File: config.mk
export PLATFORM = sky130hd
export DESIGN_NAME = obstacle_walk_sequencer
export DESIGN_NICKNAME = d
export VERILOG_FILES = /design/src/rtl/ows_pkg.sv /design/src/rtl/ows_step.sv /design/src/rtl/obstacle_walk_sequencer.sv
export SDC_FILE = /design/constraint.sdc
export NUM_CORES = 1
export LEC_CHECK = 0
export ABC_AREA = 1
export BUFFER_PORTS_ARGS = -buffer_cell sky130_fd_sc_hd__buf_2
export CAP_MARGIN = 20
export CORE_MARGIN = 4
export CORE_UTILIZATION = 45
export CTS_CLUSTER_SIZE = 8
export DETAILED_ROUTE_END_ITERATION = 6
export PLACE_DENSITY = 0.75
export SLEW_MARGIN = 20
export SYNTH_ARGS = -nofsm -noshare
export SYNTH_HDL_FRONTEND = slang
export SYNTH_SLANG_ARGS = --single-unit
File: constraint.sdc
create_clock -name aclk -period 3.5 [get_ports aclk]
set_input_delay 0.35 -clock aclk [delete_from_list [all_inputs] [get_ports aclk]]
set_output_delay 0.35 -clock aclk [all_outputs]
set_load 0.02 [all_outputs]
File: src/rtl/ows_pkg.sv
package ows_pkg;

    typedef enum logic [1:0] {
        MODE_FORWARD  = 2'd0,
        MODE_BACKWARD = 2'd1,
        MODE_ROTATE   = 2'd2,
        MODE_WAIT     = 2'd3
    } mode_t;

    // register indexes on the configuration port
    localparam logic [2:0] REG_FORWARD_THRUST    = 3'd0;
    localparam logic [2:0] REG_OBSTACLE_DISTANCE = 3'd1;
    localparam logic [2:0] REG_HEIGHT_TARGET     = 3'd2;
    localparam logic [2:0] REG_REVERSE_TIME_MS   = 3'd3;
    localparam logic [2:0] REG_SETTLE_TIME_MS    = 3'd4;

    localparam logic [31:0] SWITCH_TIME_MS = 32'd10000;
    localparam logic [15:0] TIME_RESET_MS  = 16'd2000;
    localparam logic [3:0]  ZIGZAG_LIMIT   = 4'd8;

    // binary angles, 65536 per turn
    localparam logic [15:0] ANG_278 = 16'd50608;
    localparam logic [15:0] ANG_98  = 16'd17840;
    localparam logic [15:0] ANG_10  = 16'd1820;
    localparam logic [15:0] ANG_295 = 16'd53703;

    typedef struct packed {
        logic signed [15:0] forward_thrust;
        logic [11:0]        obstacle_distance;
        logic [15:0]        height_target;
        logic [15:0]        reverse_time_ms;
        logic [15:0]        settle_time_ms;
    } cfg_t;

    typedef struct packed {
        mode_t       mode;
        logic [31:0] mode_start_ms;
        logic [3:0]  zigzag_count;
        logic        zigzag_negative;
        logic [15:0] heading_target;
    } state_t;

    typedef struct packed {
        logic [31:0]        now_ms;
        logic signed [15:0] yaw_angle;
        logic [11:0]        range_sample;
    } item_t;

    typedef struct packed {
        mode_t              mode_out;
        logic [15:0]        heading_out;
        logic [15:0]        height_out;
        logic signed [15:0] thrust_out;
    } result_t;

endpackage

File: src/rtl/ows_step.sv
module ows_step (
    input  ows_pkg::cfg_t    cfg,
    input  ows_pkg::state_t  state,
    input  ows_pkg::item_t   item,
    output ows_pkg::state_t  state_next,
    output ows_pkg::result_t result
);

    logic [31:0]        elapsed;
    ows_pkg::mode_t     mode_next;
    logic [4:0]         zz_inc;
    logic [15:0]        step;
    logic signed [17:0] back_sum;
    logic signed [17:0] back_neg;
    logic signed [15:0] back_sat;

    assign elapsed = item.now_ms - state.mode_start_ms;

    // next mode
    always_comb begin
        mode_next = state.mode;
        case (state.mode)
            ows_pkg::MODE_FORWARD: begin
                if ((item.range_sample < cfg.obstacle_distance)
                        || (elapsed > ows_pkg::SWITCH_TIME_MS)) begin
                    mode_next = ows_pkg::MODE_BACKWARD;
                end
            end
            ows_pkg::MODE_BACKWARD: begin
                if (elapsed > {16'd0, cfg.reverse_time_ms}) begin
                    mode_next = ows_pkg::MODE_ROTATE;
                end
            end
            ows_pkg::MODE_ROTATE: begin
                mode_next = ows_pkg::MODE_WAIT;
            end
            ows_pkg::MODE_WAIT: begin
                if (elapsed > {16'd0, cfg.settle_time_ms}) begin
                    mode_next = ows_pkg::MODE_FORWARD;
                end
            end
            default: begin
                mode_next = ows_pkg::MODE_FORWARD;
            end
        endcase
    end

    // backward force: -(f + floor(f/2)), saturated to 16 bits
    always_comb begin
        back_sum = {{2{cfg.forward_thrust[15]}}, cfg.forward_thrust}
                 + {{3{cfg.forward_thrust[15]}}, cfg.forward_thrust[15:1]};
        back_neg = 18'sd0 - back_sum;
        if (back_neg > 18'sd32767) begin
            back_sat = 16'sh7FFF;
        end else if (back_neg < -18'sd32768) begin
            back_sat = 16'sh8000;
        end else begin
            back_sat = back_neg[15:0];
        end
    end

    // state update and result
    always_comb begin
        state_next      = state;
        state_next.mode = mode_next;
        zz_inc          = {1'b0, state.zigzag_count} + 5'd1;
        step            = state.zigzag_negative ? (16'd0 - ows_pkg::ANG_10) : ows_pkg::ANG_10;

        // wait keeps the timer that rotate started
        if ((mode_next != state.mode) && (mode_next != ows_pkg::MODE_WAIT)) begin
            state_next.mode_start_ms = item.now_ms;
        end

        if ((state.mode == ows_pkg::MODE_FORWARD) && (mode_next == ows_pkg::MODE_BACKWARD)) begin
            if (zz_inc > {1'b0, ows_pkg::ZIGZAG_LIMIT}) begin
                state_next.zigzag_count    = 4'd0;
                state_next.zigzag_negative = ~state.zigzag_negative;
            end else begin
                state_next.zigzag_count = zz_inc[3:0];
            end
        end

        if (mode_next == ows_pkg::MODE_ROTATE) begin
            if (item.yaw_angle > 16'sd0) begin
                state_next.heading_target = ows_pkg::ANG_278 + step;
            end else begin
                state_next.heading_target = ows_pkg::ANG_98 - step;
            end
        end

        result.mode_out    = mode_next;
        result.heading_out = state_next.heading_target;
        result.height_out  = cfg.height_target;
        case (mode_next)
            ows_pkg::MODE_FORWARD:  result.thrust_out = cfg.forward_thrust;
            ows_pkg::MODE_BACKWARD: result.thrust_out = back_sat;
            default:                result.thrust_out = 16'sd0;
        endcase
    end

endmodule

File: src/rtl/obstacle_walk_sequencer.sv
// Obstacle walk sequencer. Each input word is one control call (range sample,
// yaw, millisecond time); each output word is the command it yields (thrust,
// height, heading, mode). A word is held in the input register, is evaluated
// against the mode state in a single combinational step, and lands in the
// output register; the block takes one word every cycle as long as the
// output side keeps taking results; the state update of one call is in
// place before the next call is evaluated. Configuration writes take
// effect on the next edge and belong between traffic, when both registers
// are empty.
module obstacle_walk_sequencer (
    input  logic        aclk,
    input  logic        aresetn,

    input  logic        cfg_we,
    input  logic [2:0]  cfg_addr,
    input  logic [15:0] cfg_wdata,

    input  logic        s_tvalid,
    output logic        s_tready,
    // [11:0] range_sample, [27:12] yaw_angle, [59:28] now_ms, [63:60] zero
    input  logic [63:0] s_tdata,

    output logic        m_tvalid,
    input  logic        m_tready,
    // [15:0] thrust_out, [31:16] height_out, [47:32] heading_out,
    // [49:48] mode_out, [55:50] zero
    output logic [55:0] m_tdata
);

    ows_pkg::cfg_t    cfg_reg;
    ows_pkg::state_t  state_reg;
    ows_pkg::state_t  state_next;
    ows_pkg::item_t   in_item_reg;
    logic             in_valid_reg;
    ows_pkg::result_t out_result_reg;
    ows_pkg::result_t result_next;
    logic             out_valid_reg;
    logic             advance;
    logic             fire;

    // output register frees up when empty or being taken this cycle
    assign advance  = !out_valid_reg || m_tready;
    assign fire     = in_valid_reg && advance;
    assign s_tready = !in_valid_reg || advance;

    assign m_tvalid = out_valid_reg;
    assign m_tdata  = {6'd0, out_result_reg};

    // configuration registers; unknown indexes drop the write
    always_ff @(posedge aclk) begin
        if (!aresetn) begin
            cfg_reg.forward_thrust    <= 16'sd0;
            cfg_reg.obstacle_distance <= 12'd0;
            cfg_reg.height_target     <= 16'd0;
            cfg_reg.reverse_time_ms   <= ows_pkg::TIME_RESET_MS;
            cfg_reg.settle_time_ms    <= ows_pkg::TIME_RESET_MS;
        end else if (cfg_we) begin
            case (cfg_addr)
                ows_pkg::REG_FORWARD_THRUST:    cfg_reg.forward_thrust    <= cfg_wdata;
                ows_pkg::REG_OBSTACLE_DISTANCE: cfg_reg.obstacle_distance <= cfg_wdata[11:0];
                ows_pkg::REG_HEIGHT_TARGET:     cfg_reg.height_target     <= cfg_wdata;
                ows_pkg::REG_REVERSE_TIME_MS:   cfg_reg.reverse_time_ms   <= cfg_wdata;
                ows_pkg::REG_SETTLE_TIME_MS:    cfg_reg.settle_time_ms    <= cfg_wdata;
                default: begin
                end
            endcase
        end
    end

    // input register: hold until the step can advance
    always_ff @(posedge aclk) begin
        if (!aresetn) begin
            in_valid_reg <= 1'b0;
        end else if (s_tready) begin
            in_valid_reg <= s_tvalid;
        end
    end

    always_ff @(posedge aclk) begin
        if (s_tready && s_tvalid) begin
            in_item_reg <= s_tdata[59:0];
        end
    end

    ows_step u_step (
        .cfg        (cfg_reg),
        .state      (state_reg),
        .item       (in_item_reg),
        .state_next (state_next),
        .result     (result_next)
    );

    // mode state: advance only when a call actually moves to the output
    always_ff @(posedge aclk) begin
        if (!aresetn) begin
            state_reg.mode            <= ows_pkg::MODE_FORWARD;
            state_reg.mode_start_ms   <= 32'd0;
            state_reg.zigzag_count    <= 4'd0;
            state_reg.zigzag_negative <= 1'b0;
            state_reg.heading_target  <= ows_pkg::ANG_295;
        end else if (fire) begin
            state_reg <= state_next;
        end
    end

    // output register
    always_ff @(posedge aclk) begin
        if (!aresetn) begin
            out_valid_reg <= 1'b0;
        end else if (advance) begin
            out_valid_reg <= in_valid_reg;
        end
    end

    always_ff @(posedge aclk) begin
        if (fire) begin
            out_result_reg <= result_next;
        end
    end

    // the zig-zag counter wraps before it passes the limit
    a_zigzag_bound: assert property (@(posedge aclk) disable iff (!aresetn)
        state_reg.zigzag_count <= ows_pkg::ZIGZAG_LIMIT)
        else $error("zigzag count beyond limit");

    // rotate lasts exactly one processed call
    a_rotate_one_call: assert property (@(posedge aclk) disable iff (!aresetn)
        fire && (state_reg.mode == ows_pkg::MODE_ROTATE)
        |=> state_reg.mode == ows_pkg::MODE_WAIT)
        else $error("rotate held past one call");

    // heading only moves on entry into rotate
    a_heading_on_rotate: assert property (@(posedge aclk) disable iff (!aresetn)
        $past(aresetn) && (state_reg.heading_target != $past(state_reg.heading_target))
        |-> state_reg.mode == ows_pkg::MODE_ROTATE)
        else $error("heading changed outside rotate");

    // a delivered rotate or wait command carries no thrust
    a_idle_thrust: assert property (@(posedge aclk) disable iff (!aresetn)
        out_valid_reg && ((out_result_reg.mode_out == ows_pkg::MODE_ROTATE)
            || (out_result_reg.mode_out == ows_pkg::MODE_WAIT))
        |-> out_result_reg.thrust_out == 16'sd0)
        else $error("thrust in rotate or wait");

    // an empty input register always takes a word
    a_ready_when_empty: assert property (@(posedge aclk) disable iff (!aresetn)
        !in_valid_reg |-> s_tready)
        else $error("input stalled while empty");

endmodule

# After elaboration in Yosys (flattened, before gate mapping)
# Index checks and enable logic that the tools add are counted.
[op_classes]
eq_ne = 11
shifts = 0
bitwise = 1
addsub = 6
n_div = 0
mul = 0
mux = 11
n_reduce_logical = 20
magnitude_cmp = 8
[op_table]
columns = ["op", "count"]
rows = [
  ["16-bit 2-to-1 mux", 5],
  ["32-bit by 16-bit greater-than comparator with 1-bit output", 2],
  ["32-bit by 14-bit greater-than comparator with 1-bit output, second input constant", 1],
  ["16-bit one-hot mux with 2 select lines", 1],
  ["32-bit subtractor", 1],
  ["18-bit by 16-bit greater-than comparator with 1-bit output, second input constant", 1],
  ["18-bit by 16-bit less-than comparator with 1-bit output, second input constant", 1],
  ["1-bit by 18-bit subtractor with 18-bit output, first input constant", 1],
  ["16-bit by 15-bit adder with 17-bit output", 1],
  ["16-bit adder, first input constant", 1],
  ["16-bit by 1-bit greater-than comparator with 1-bit output, second input constant", 1],
  ["15-bit by 16-bit subtractor with 16-bit output, first input constant", 1],
  ["2-bit AND reduction", 7],
  ["12-bit less-than comparator", 1],
  ["2-bit one-hot mux with 4 select lines", 1],
  ["2-bit == test, second input constant", 3],
  ["3-bit by 2-bit == test with 1-bit output, second input constant", 2],
  ["2-bit 2-to-1 mux", 3],
  ["4-bit by 1-bit adder with 5-bit output, second input constant", 1],
  ["5-bit by 4-bit greater-than comparator with 1-bit output, second input constant", 1],
  ["2-bit by 1-bit == test with 1-bit output, second input constant", 2],
  ["1-bit logical AND", 4],
  ["2-bit logical NOT", 2],
  ["4-bit 2-to-1 mux", 1],
  ["9 further kinds", 12],
]
[totals]
output_inout_bits = 58
wordCells = 76
mem_bits_ro = 0
mem_count = 0
latch_bits = 0
ff_bits = 243
ramBits = 0

# Logic depth before layout (Yosys ltp)
# Gate-level depths: netlist of the first run.
[logic_depth]
depth_word = 8
depth_mapped = 29
depth_no_buf = 28

# By module
# Synthesis of the first run repeated with hierarchy kept, for this count alone.
[hier_totals]
hier_cells = 2085
hier_area_um2 = 15010.6
[by_module_without_submodules]
columns = ["module", "cells_per_inst", "seq_area_each_um2", "area_each_um2", "instances"]
rows = [
  ["obstacle_walk_sequencer", 850, 5965.7, 8684.6, 1],
  ["ows_step", 1235, 0.0, 6326.1, 1],
]

# Worst setup path after synthesis of the first run
# Ideal clock, no wire load.
[synth_timing]
path_kind = "reg2reg"
startpoint = "register in_item_reg[28] in the netlist's numbering"
endpoint = "register out_result_reg, in the netlist m_tdata[42] (data pin)"
t_arrival_ns = 3.227
t_required_ns = 3.238
n_path_buf = 2
path_slack_ns = 0.011
stages_incl_launch_ff = 24
setup_ns = 0.262
path_cell_list = "edfxtp_1 -> inv_1 -> ha_1 -> inv_1 -> fa_1 -> nand2_1 -> nand2_1 -> nand3_1 -> nand2_1 -> nand2_1 -> nand2_1 -> xor2_1 -> ha_1 -> nand2_1 -> nor2_1 -> a2111oi_0 -> nand2_1 -> nand2_1 -> nand2_2 -> nand2_2 -> buf_6 -> inv_1 -> buf_2 -> or2_2"
[synth_rtl]
columns = ["item", "line_no", "text"]
rows = [
  ["start: declaration", "obstacle_walk_sequencer.sv:33", "ows_pkg::item_t in_item_reg;"],
  ["start signal: assignment", "obstacle_walk_sequencer.sv:81", "in_item_reg <= s_tdata[59:0];"],
  ["end signal: assignment", "obstacle_walk_sequencer.sv:117", "out_result_reg <= result_next;"],
  ["end: declaration", "obstacle_walk_sequencer.sv:35", "ows_pkg::result_t out_result_reg;"],
]

# Worst setup path after layout of the first run
[layout_timing]
startpoint = "register in_item_reg[28] in the netlist's numbering"
endpoint = "register state_reg[36] in the netlist's numbering"
[layout_between]
elab_chain_len = 8
elab_cells_between_ends = 13
[layout_rtl]
columns = ["item", "line_no", "text"]
rows = [
  ["32-bit subtractor (*)", "ows_step.sv:17", "assign elapsed = item.now_ms - state.mode_start_ms;"],
  ["32-bit by 14-bit greater-than comparator with 1-bit output", "ows_step.sv:25", "|| (elapsed > ows_pkg::SWITCH_TIME_MS)) begin"],
  ["1-bit logical OR", "ows_step.sv:25", ""],
  ["2-bit 2-to-1 mux", "ows_step.sv:24", "if ((item.range_sample < cfg.obstacle_distance)"],
  ["2-bit one-hot mux with 4 select lines (*)", "ows_step.sv:22", "case (state.mode)"],
  ["2-bit inequality test", "ows_step.sv:70", "if ((mode_next != state.mode) && (mode_next != ows_pkg::MODE_WAIT)) begin"],
  ["1-bit logical AND (*)", "ows_step.sv:70", ""],
  ["2-bit AND reduction (no line) (*)", "-", ""],
  ["end signal: assignment", "obstacle_walk_sequencer.sv:102", "state_reg <= state_next;"],
  ["end: declaration", "obstacle_walk_sequencer.sv:31", "ows_pkg::state_t state_reg;"],
]
# Mark *: on every way between the ends. The rest lies on a longest branch, timed or not.
# A chain may end at the register's enable or synchronous reset.

==> run metrics, run 1 <==
status complete, but fails checks; WL final 39100 um; cts bufs inserted 37; area leader, netlist edfxtp_1; Tmin final 3.68 ns; clk_skew 0.0312 ns; placed instance count 2446; Slowest-stage cell, CP edfxtp_1; Worst EP arrival 4.08 ns; layout cells sized above 1 a little over a fifth; worst r2r src in_item_reg[28]$_DFFE_PP_; final-report hold violation count 0; Setup crit start kind flop; starting density of the core 45.8%; Max Used Layer met4; FFs w/ async S/R, synth 0%; RSZ-0062 raised after global routing true; Site Rows 64; CP top delay family simple AND/OR/NAND/NOR gates; Vias about 13000; Clock Tree Buf Depth 3; failing checks setup timing; Hold Startpoint s_tdata[19]; Hold EP in_item_reg[19]$_DFFE_PP_; Yosys reg bits 243; non-filler cells, final around 2600; CTS tree done; flop-to-flop setup slack -0.18 ns; CTS Sinks 243; Reg2Reg Depth 29; number of flops mapped to enable cells by yosys 110; DRC Markers 0; max-cap viol count 0; Setup WS post-layout -0.176 ns; Vias/cell 5.04; WHS Path Cells 1; Max Freq 272 MHz; initial antenna violation count 0; max_slew headroom 46.1%; Root Buffer Master clkbuf_16; Final Max Tran Viols 0; sequential element share of the synthesized area 42.3%; DR WL met2 18900 um; H-Tree Depth 2; Worst VDD drop 0.418 mV; Primary FF master, synth dfxtp_1; 1st-pass router iterations 5; wl on met1 16400 um; syn_area_per_cell 7.49 um2; pin count of the biggest net entering global routing 50; crit share post-route 105%; top post-synthesis cells by area edfxtp_1 23%, dfxtp_1 19%, nand2_1 13%; CP Max Fanout 8; area grow syn2layout 31.1%; Hold Crit Class in2reg; fill cell count 2678; leak pwr ~9 nW; CP peak stage delay 0.39 ns; first-pass GRT wire length 62000 um; worst reg2reg endpoint state_reg[36]$_SDFFE_PN0P_; synth unique cells 52; vias in the first global route approximately 13000; DP Wirelength 25700 um; Post-Syn Instances roughly 1900; Nets around 2400; WL/cell 15.0 um; Warnings, synthesis 0; CP most frequent cell nand2_2; critical path class reg2reg; Fin Hold WS 0.0128 ns; core area 0.0307 mm2; max reg flops 76; met3 routed WL between 2000 and 2500 um; ant diodes 0; Iter 0 DRT Violations 874; Final Wtd Congestion 0.956; port bufs 135; total congestion overflow 0; Post-Syn Area 0.0141 mm2; Worst-Skew Late Latency 0.54 ns; Die Width ~180 um; Reg clk slew, reported paths 0.05 ns; remaining antenna violation count after routing 0; IO Count 146; pre-CTS setup slack -0.467 ns; chip height 185 um; worst path bufs/invs 5; GRT Overall Usage 22.2%; Tightest Pin Transition 0.806 ns; Total Die Area 0.0342 mm2; Worst Path Required 3.91 ns; type of destination of the critical path flop; area share of the largest cell type after synthesis 23.4%; Cell Pwr Density 490 mW/mm2; setup violators final 68
## cell type report
type	count	area [um2]	share of cell area, %
clock buffers	60	1010	5.48
clock inverters	6	81.3	0.440
inverters	331	1260	6.82
multi-input cells	1270	7430	40.2
flip-flops and latches	243	5970	32.3
well taps	396	495	2.68
repair buffers	299	2230	12.1
repair inverters	1	7.51	0.0406
## cells in the final DEF, fill, tap and decap left out, types with 4 or more instances in the layout
cell type	synthesis	layout
a21oi_1	137	112
ha_4	0	11
xor2_1	26	20
o21ai_0	88	83
clkbuf_16	0	37
nand3_1	104	74
nor2_2	7	9
inv_2	5	11
nand2_4	1	7
ha_1	93	82
buf_4	12	92
clkbuf_1	24	23
nor3_1	16	15
nor2_1	188	184
xor2_2	0	4
o21bai_1	5	5
o21ai_1	2	5
inv_1	323	315
a21oi_2	2	26
nand4_1	23	23
dlygate4sd3_1	0	51
nand3_2	3	33
o211ai_1	11	11
buf_12	0	6
buf_16	0	4
and2_1	4	4
conb_1	1	6
nand2_8	1	10
nand3b_1	4	4
dfxtp_1	133	133
buf_6	7	11
xnor2_1	7	6
edfxtp_1	110	110
nand2_1	480	455
and3_1	4	4
buf_2	8	135
nand2_2	22	39
## cells by family (layout without fill, tap and decap cells)
kind of cell / count (synthesis) / in the layout / synth area share, %
fa+ha+maj: 95 / 95 / 8.54
flops: 243 / 243 / 42.3
other cells: 1 / 6 / 0.0266
buf+inv: 382 / 697 / 11.0
xor+xnor: 34 / 34 / 2.17
simple gates: 868 / 875 / 26.0
compound gates: 260 / 260 / 9.94
## where the power goes
part	switching (mW)	internal (mW)	leakage (nW)
logic	1.51	1.01	6.31
clock network	1.29	1.99	0.520
registers	0.0821	3.17	2.13
total	2.89	6.17	8.96
## how the worst max path moves through the flow
stage                     cells after the start  slack [ns]                          to                 startpoint
after detailed placement                     25       -0.47        m_tdata[0]$_DFFE_PP_  in_item_reg[28]$_DFFE_PP_
after CTS                                    28       -0.08  state_reg[37]$_SDFFE_PN0P_  in_item_reg[28]$_DFFE_PP_
after floorplan                              23        0.01       m_tdata[42]$_DFFE_PP_  in_item_reg[28]$_DFFE_PP_
final                                        29       -0.18  state_reg[36]$_SDFFE_PN0P_  in_item_reg[28]$_DFFE_PP_
after global placement                       25       -0.41        m_tdata[1]$_DFFE_PP_  in_item_reg[28]$_DFFE_PP_
after global routing                         29       -0.37  state_reg[36]$_SDFFE_PN0P_  in_item_reg[28]$_DFFE_PP_
## repair_timing
action,CTS,global route
gates resized for setup,98,74
hold buffers,50,1
cloned,13,0
setup endpoints to repair,84,84
pin swaps,24,26
setup buffers,10,21
endpoints found under the hold margin,50,1
## cell usage after synthesis, types with 3 or more instances
library cell and count:
nor4_1 3, dfxtp_1 133, buf_4 12, nand3b_1 4
buf_2 8, nor2_2 7, edfxtp_1 110, and3_1 4
inv_1 323, and2_1 4, nand2_1 480, or2_2 3
nand2_2 22, nand3_1 104, a21oi_1 137, clkbuf_1 24
o211ai_1 11, nand3_2 3, xor2_1 26, nor2_1 188
xnor2_1 7, inv_2 5, ha_1 93, o21ai_0 88
nand4_1 23, buf_6 7, o21bai_1 5, nor3_1 16
## layer usage
metal	GRT usage, %	up-vias
met4	9.63	0
li1	-	6631
met1	27.6	6021
met3	3.44	109
met5	0	-
met2	38.4	367
## stage by stage
step | utilization (%) | power [mW] | setup TNS, ns | area [um2]
after floorplan | - | 4.71 | 0 | 14100
after global placement | 50.7 | 5.26 | -25.69 | 15600
after detailed placement | 50.7 | 5.31 | -29.04 | 15600
after CTS | 58.4 | 8.92 | -1.89 | 17900
after global routing | 60.1 | 9.54 | -23.92 | 18500
final | 60.1 | 9.05 | -8.42 | 18500
(Power assumes the default switching activity.)
==> inputs of run 2 (changes only) <==
--- a/config.mk
+++ b/config.mk
@@ -12,7 +12,8 @@
 export CORE_UTILIZATION = 45
 export CTS_CLUSTER_SIZE = 8
 export DETAILED_ROUTE_END_ITERATION = 6
-export PLACE_DENSITY = 0.75
+export PLACE_DENSITY = 0.66
+export SKIP_LAST_GASP = 1
 export SLEW_MARGIN = 20
 export SYNTH_ARGS = -nofsm -noshare
 export SYNTH_HDL_FRONTEND = slang
==> run metrics, run 2 (synthesis gave the netlist of run 1 again) <==
vias in the first global route 12400 (-2.2%); first-pass GRT wire length 61100 um (-1.5%); layout cells sized above 1 22.4% (+1.1 points); Placed Area 0.0157 mm2 (+0.91%); Worst EP arrival 4.09 ns (about the same); Clock Tree Buf Depth 3 (unchanged); total congestion overflow 0 (unchanged); port bufs 135 (unchanged); CTS tree done; max-cap viol count 0 (unchanged); Root Buffer Master clkbuf_16; pin count of the biggest net entering global routing 42 (-16%); Site Rows 64 (unchanged); Max Freq 272 MHz (about the same); met3 Resource Use GR 3.87% (+0.43 points); Reg clk slew, reported paths 0.06 ns (about the same); overall power 9.04 mW (-0.16%); grt peak-use layer met2; Iter 0 DRT Violations 598 (-32%); met1 usage 28.1% (+0.41 points); DRC Markers 0 (unchanged); core area 0.0307 mm2 (unchanged); starting density of the core 45.8% (unchanged); CP Max Fanout 8 (unchanged); most frequent cells in the layout 447 x nand2_1, 316 x inv_1, 177 x nor2_1, 135 x buf_2, 133 x dfxtp_1; ant diodes 0 (unchanged); crit share post-route 105% (about the same); initial antenna violation count 0 (unchanged); H-Tree Depth 2 (unchanged); Die Width 185 um (unchanged); Worst-Skew Late Latency 0.52 ns (-0.02 ns); Design Area, Final 0.0185 mm2 (+0.37%); Cell Pwr Density 487 mW/mm2 (-0.53%); Worst VDD drop 0.386 mV (-7.7%); area grow syn2layout 31.6%; Vias/cell 5.01 (-0.55%); CTS Sinks 243 (unchanged); Tmin final 3.68 ns (+0.000499 ns); chip height 185 um (unchanged); IO Count 146 (unchanged); DP Wirelength 26500 um (+2.7%); RSZ-0062 raised after global routing true; remaining antenna violation count after routing 0 (unchanged); 1st-pass router iterations 5 (unchanged); cts bufs inserted 36 (-2.7%); Setup WS post-layout -0.177 ns (-0.000499 ns); type of destination of the critical path flop; WL final 39400 um (+0.62%); Tightest Pin Transition 0.844 ns (+0.0380 ns); met2 Track Usage GR 37.9% (-0.44 points); leak pwr 8.98 nW (+0.14%); Worst Path Required 3.91 ns (about the same); commonest non-fill, non-tap cell in the layout nand2_1; Setup crit start kind flop; max reg flops 76 (unchanged); WL/cell 15.2 um (+0.97%); setup violators final 72 (+5.9%); final-report hold violation count 0 (unchanged); failing checks setup timing; Final Wtd Congestion 0.931 (-2.6%); Total Die Area 0.0342 mm2 (unchanged); Hold Crit Class in2reg; Vias 13000 (-0.89%); clk_skew 0.0312 ns (+0.000000500 ns); max_slew headroom 43.7% (-2.4 points); Nets 2357 (-0.38%); GRT Overall Usage 22.0% (-0.26 points); Final Max Tran Viols 0 (unchanged); status complete, but fails checks; critical path class reg2reg
==> run 2: changes by cell type in the layout (fill, tap and decap cells not counted), moves of 5 or more <==
cell           delta
dlygate4sd3_1    -22
a21oi_1          +13
a21oi_2          -13
buf_4            +10
nand2_1           -8
ha_1              -7
ha_4              +7
nor2_1            -7
nand2_4           +5
==> run 2: what timing repair did <==
action	CTS	global route
buffers inserted	15	12
hold endpoints to repair	23	6
resized for setup	83	124
hold buffers	23	6
setup endpoints to repair	84	84
cloned	9	5
pin swaps	20	37
==> run 2: final timing paths <==
kind | from | end | slack (ns) | cells after the start
worst max-delay path | in_item_reg[28]$_DFFE_PP_ | state_reg[33]$_SDFFE_PN0P_ | -0.18 | 23
worst min-delay path | s_tdata[2] | in_item_reg[2]$_DFFE_PP_ | 0.02 | 1
worst max register to register | in_item_reg[28]$_DFFE_PP_ | state_reg[33]$_SDFFE_PN0P_ | -0.18 | 23
worst min register to register | cfg_reg[35]$_SDFFE_PN0P_ | m_tdata[19]$_DFFE_PP_ | 0.42 | 0
==> run 2: stage by stage <==
| stage | util [%] | cells | TNS [ns] | setup WS [ns] | hold slack [ns] |
|---|---|---|---|---|---|
| after floorplan | - | 1888 | 0 | 0.0106 | 0.403 |
| after global placement | 51.2 | 2465 | -24.21 | -0.408 | 0.406 |
| after detailed placement | 51.2 | 2465 | -27.83 | -0.446 | 0.410 |
| after CTS | 57.7 | 2577 | -1.98 | -0.0879 | 0.00102 |
| after global routing | 60.3 | 2597 | -21.16 | -0.371 | 0.000667 |
| final | 60.3 | 2597 | -5.98 | -0.177 | 0.0205 |
==> run 2: cell type report <==
type	instances	area (um2)
inverter	331	1280
clock buffer	62	1010
multi-input combinational	1270	7580
timing repair buffer	292	2170
sequential	243	5970
clock inverter	3	45.0
fill	2780	12200
tap	396	495
==> run 2: routing by layer <==
metal  up-vias  wire [um]  part of all wire, %
met4         0       1260                  3.2
met2       291      19200                   49
met1      6029      17100                   43
met3        85       1780                  4.5
li1       6606          -                    -
met5         -          0                    0
==> run 2: where the power goes <==
group | internal, mW | total, mW | switching [mW]
registers | 3.17 | 3.24 | 0.0756
logic | 1.05 | 2.61 | 1.55
clock network | 1.96 | 3.19 | 1.23
total | 6.18 | 9.04 | 2.86
==> run 2: worst max-delay path: stages (launching register included) <==
cell and delay, ns:
edfxtp_1 0.37, inv_2 0.08, ha_4 0.13, inv_4 0.03, fa_2 0.34, buf_4 0.16
nand3_1 0.10, nand3_2 0.15, xor2_4 0.20, ha_1 0.28, nand2_1 0.09, o21ai_1 0.19
nand4_1 0.12, nand4_1 0.14, nand2_2 0.08, nand3_2 0.10, nand2_2 0.07, buf_6 0.13
a21oi_4 0.23, buf_6 0.18, buf_12 0.15, nand3_1 0.09, nand2_1 0.08, nor2_1 0.06
==> inputs of run 3 (changes only) <==
--- a/config.mk
+++ b/config.mk
@@ -12,9 +12,11 @@
 export CORE_UTILIZATION = 45
 export CTS_CLUSTER_SIZE = 8
 export DETAILED_ROUTE_END_ITERATION = 6
+export MAX_ROUTING_LAYER = met4
 export PLACE_DENSITY = 0.66
 export SKIP_LAST_GASP = 1
 export SLEW_MARGIN = 20
 export SYNTH_ARGS = -nofsm -noshare
 export SYNTH_HDL_FRONTEND = slang
+export SYNTH_HIERARCHICAL = 1
 export SYNTH_SLANG_ARGS = --single-unit
==> constraint.sdc (replaced) <==
create_clock -name aclk -period 3.5 [get_ports aclk]
set_input_delay 1.05 -clock aclk [delete_from_list [all_inputs] [get_ports aclk]]
set_output_delay 1.05 -clock aclk [all_outputs]
set_load 0.02 [all_outputs]
==> run metrics, run 3 <==
status complete, but fails checks; failing checks setup timing; Hold Crit Class reg2reg; GRT Overall Usage 21.3% (-0.66 points); Worst Path Required 3.91 ns (about the same); switching power 2.99 mW (+4.6%); Final Wtd Congestion 0.943 (+1.2%); switch share 32.2% (+0.52 points); WHS Path Cells 0 (-1); synth unique cells 43 (-17%); chip height 191 um (+3.1%); CP most frequent cell nand2_2; layout cells sized above 1 24.2% (+1.8 points); Die Width 191 um (+3.1%); first-pass GRT wire length 62200 um (+1.8%); Root Buffer Master clkbuf_16; Reg clk slew, reported paths 0.05 ns (about the same); core area 0.0327 mm2 (+6.3%); pin count of the biggest net entering global routing 91 (+120%); starting density of the core 45.9% (+0.057 points); leak pwr 9.24 nW (+2.9%); worst reg2reg endpoint state_reg[29]$_SDFFE_PN0P_; total congestion overflow 0 (unchanged); Max Freq 256 MHz (-5.9%); Yosys reg bits 243 (unchanged); Post-Syn Instances 2085 (+11%); CTS tree done; Warnings, synthesis 6 (+6); crit share post-route 112% (+6.6 points); Placed Area 0.0166 mm2 (+5.2%); non-filler cells, final 2786 (+7.3%); Site Rows 66 (+3.1%); pre-CTS setup slack -0.665 ns (-0.219 ns); count leader, synth nand2_1; remaining antenna violation count after routing 0 (unchanged); WL/cell 14.5 um (-4.3%); Setup WS post-layout -0.407 ns (-0.231 ns); Post-Syn Area 0.0150 mm2 (+6.5%); setup violators final 80 (+11%); CP Max Fanout 8 (unchanged); placed instance count 2683 (+8.8%); Setup crit start kind flop; P_int 6.31 mW (+2.2%); top cells by count, synth 628 x nand2_1, 302 x nor2_1, 263 x inv_1; Slowest-stage cell, CP edfxtp_1; Primary FF master, synth dfxtp_1; FFs w/ async S/R, synth 0% (unchanged); sequential element share of the synthesized area 39.7% (-2.6 points); critical path class reg2reg; most frequent cells in the layout 550 x nand2_1, 290 x nor2_1, 254 x inv_1, 145 x nand3_1, 135 x buf_2; Tmin final 3.91 ns (+0.231 ns); port bufs 135 (unchanged); clk_skew 0.0283 ns (-0.00283 ns); share of total power in combinational logic 30.4% (+1.5 points); Iter 0 DRT Violations 867 (+45%); top post-synthesis cells by area edfxtp_1 22%, dfxtp_1 18%, nand2_1 16%; CTS Sinks 243 (unchanged); H-Tree Depth 2 (unchanged); RSZ-0062 raised after global routing true; DRC Markers 0 (unchanged); max_slew headroom 44.9% (+1.2 points); CP peak stage delay 0.49 ns (+0.12 ns); Vias 13800 (+6.0%); syn_area_per_cell 7.20 um2 (-3.8%); Clock power frac 34.4% (-0.9 points); final-report hold violation count 0 (unchanged); Worst VDD drop 0.371 mV (-4.0%); Hold Startpoint cfg_reg[46]$_SDFFE_PN0P_; Cell Pwr Density 485 mW/mm2 (-0.41%); max-cap viol count 0 (unchanged); Total Die Area 0.0363 mm2 (+6.2%); WL final 40400 um (+2.6%); cts bufs inserted 36 (unchanged); area leader, netlist edfxtp_1; IO Count 146 (unchanged); Vias/cell 4.95 (-1.2%); Clock Tree Buf Depth 3 (unchanged); Hold EP m_tdata[30]$_DFFE_PP_; Design Area, Final 0.0192 mm2 (+3.4%); Nets 2514 (+6.7%); ant diodes 0 (unchanged); initial antenna violation count 0 (unchanged); flop-to-flop setup slack -0.41 ns (-0.23 ns); Tightest Pin Transition 0.824 ns (-0.0203 ns); Reg2Reg Depth 28 (+22%); Final Max Tran Viols 0 (unchanged); max reg flops 76 (unchanged); DP Wirelength 26900 um (+1.8%); Worst-Skew Late Latency 0.53 ns (about the same); type of destination of the critical path flop; vias in the first global route 13000 (+5.2%); Reg power frac 35.2% (-0.7 points); area share of the largest cell type after synthesis 22.0% (-1.4 points); commonest non-fill, non-tap cell in the layout nand2_1; worst r2r src in_item_reg[29]$_DFFE_PP_; Worst EP arrival 4.32 ns (+0.23 ns); 1st-pass router iterations 5 (unchanged); area grow syn2layout 27.7%; number of flops mapped to enable cells by yosys 110 (unchanged)
-- run 3: worst max-delay path by stage --
stage               slack [ns]                 startpoint  depth (start not counted)                    endpoint
floorplan                 0.04  in_item_reg[30]$_DFFE_PP_                         29  state_reg[33]$_SDFFE_PN0P_
global placement         -0.51  in_item_reg[39]$_DFFE_PP_                         29  state_reg[22]$_SDFFE_PN0P_
detailed placement       -0.66  in_item_reg[39]$_DFFE_PP_                         29  state_reg[52]$_SDFFE_PN0P_
CTS                      -0.37  in_item_reg[29]$_DFFE_PP_                         29  state_reg[47]$_SDFFE_PN0P_
global route             -0.59  in_item_reg[35]$_DFFE_PP_                         31  state_reg[29]$_SDFFE_PN0P_
finish                   -0.41  in_item_reg[29]$_DFFE_PP_                         28  state_reg[29]$_SDFFE_PN0P_
-- run 3: worst max-delay path, delay by kind of cell, from the launching register on --
| family | cells | cell delay (ns) |
|---|---|---|
| adder cells (fa/ha/maj) | 2 | 0.65 |
| flip-flops | 1 | 0.49 |
| AND/OR/NAND/NOR | 22 | 2.10 |
| AO/OA/AOI/OAI | 1 | 0.17 |
| buffers and inverters | 3 | 0.36 |
-- run 3: layout make-up --
type                    instances  area, um2
fillers                      3016      13500
clock inverters                 4       50.0
repair buffers                291       2170
well taps                     442        553
inverters                     290       1100
multi-input cells            1457       8340
flip-flops and latches        243       5970
clock buffers                  59        997
-- run 3: what timing repair did --
action,CTS,global route
gates resized for setup,118,144
pin swaps,39,59
buffers inserted,20,18
hold buffers,0,0
setup endpoints to repair,84,89
cloned,5,7
-- run 3: metal layers --
layer	global-route usage (%)	routed length (um)	share of wire, %	vias up
met5	-	0	0	-
met4	7.15	1310	3.2	0
met3	2.93	2130	5.3	96
met2	36.2	19500	48	356
met1	26.3	17500	43	6358
li1	-	-	-	6984
-- run 3: logic make-up after synthesis --
group / after synthesis / share of synthesized area, %
xor gates and xnor gates: 24 / 1.40
AOI/OAI and AO/OA: 106 / 3.86
adders and majority gates: 107 / 9.02
buffers and inverters: 393 / 11.6
DFF: 243 / 39.7
other: 1 / 0.0250
and+or+nand+nor: 1211 / 34.3
-- run 3: through the flow --
stage	hold WS (ns)	setup TNS (ns)	total power [mW]	util [%]
detailed placement	0.419	-38.11	5.59	50.6
global route	0.442	-32.97	9.84	58.6
floorplan	0.429	0	4.93	-
CTS	0.431	-19.31	9.12	56.3
global placement	0.415	-30.92	5.53	50.6
finish	0.428	-17.39	9.31	58.6
-- run 3: power by group through the flow --
stage	Combinational, mW	Clock [mW]	Sequential, mW
after CTS	2.56	3.29	3.27
after detailed placement	2.28	0	3.32
after floorplan	1.56	0	3.37
final	2.83	3.20	3.27
after global placement	2.22	0	3.31
after global routing	3.15	3.40	3.29
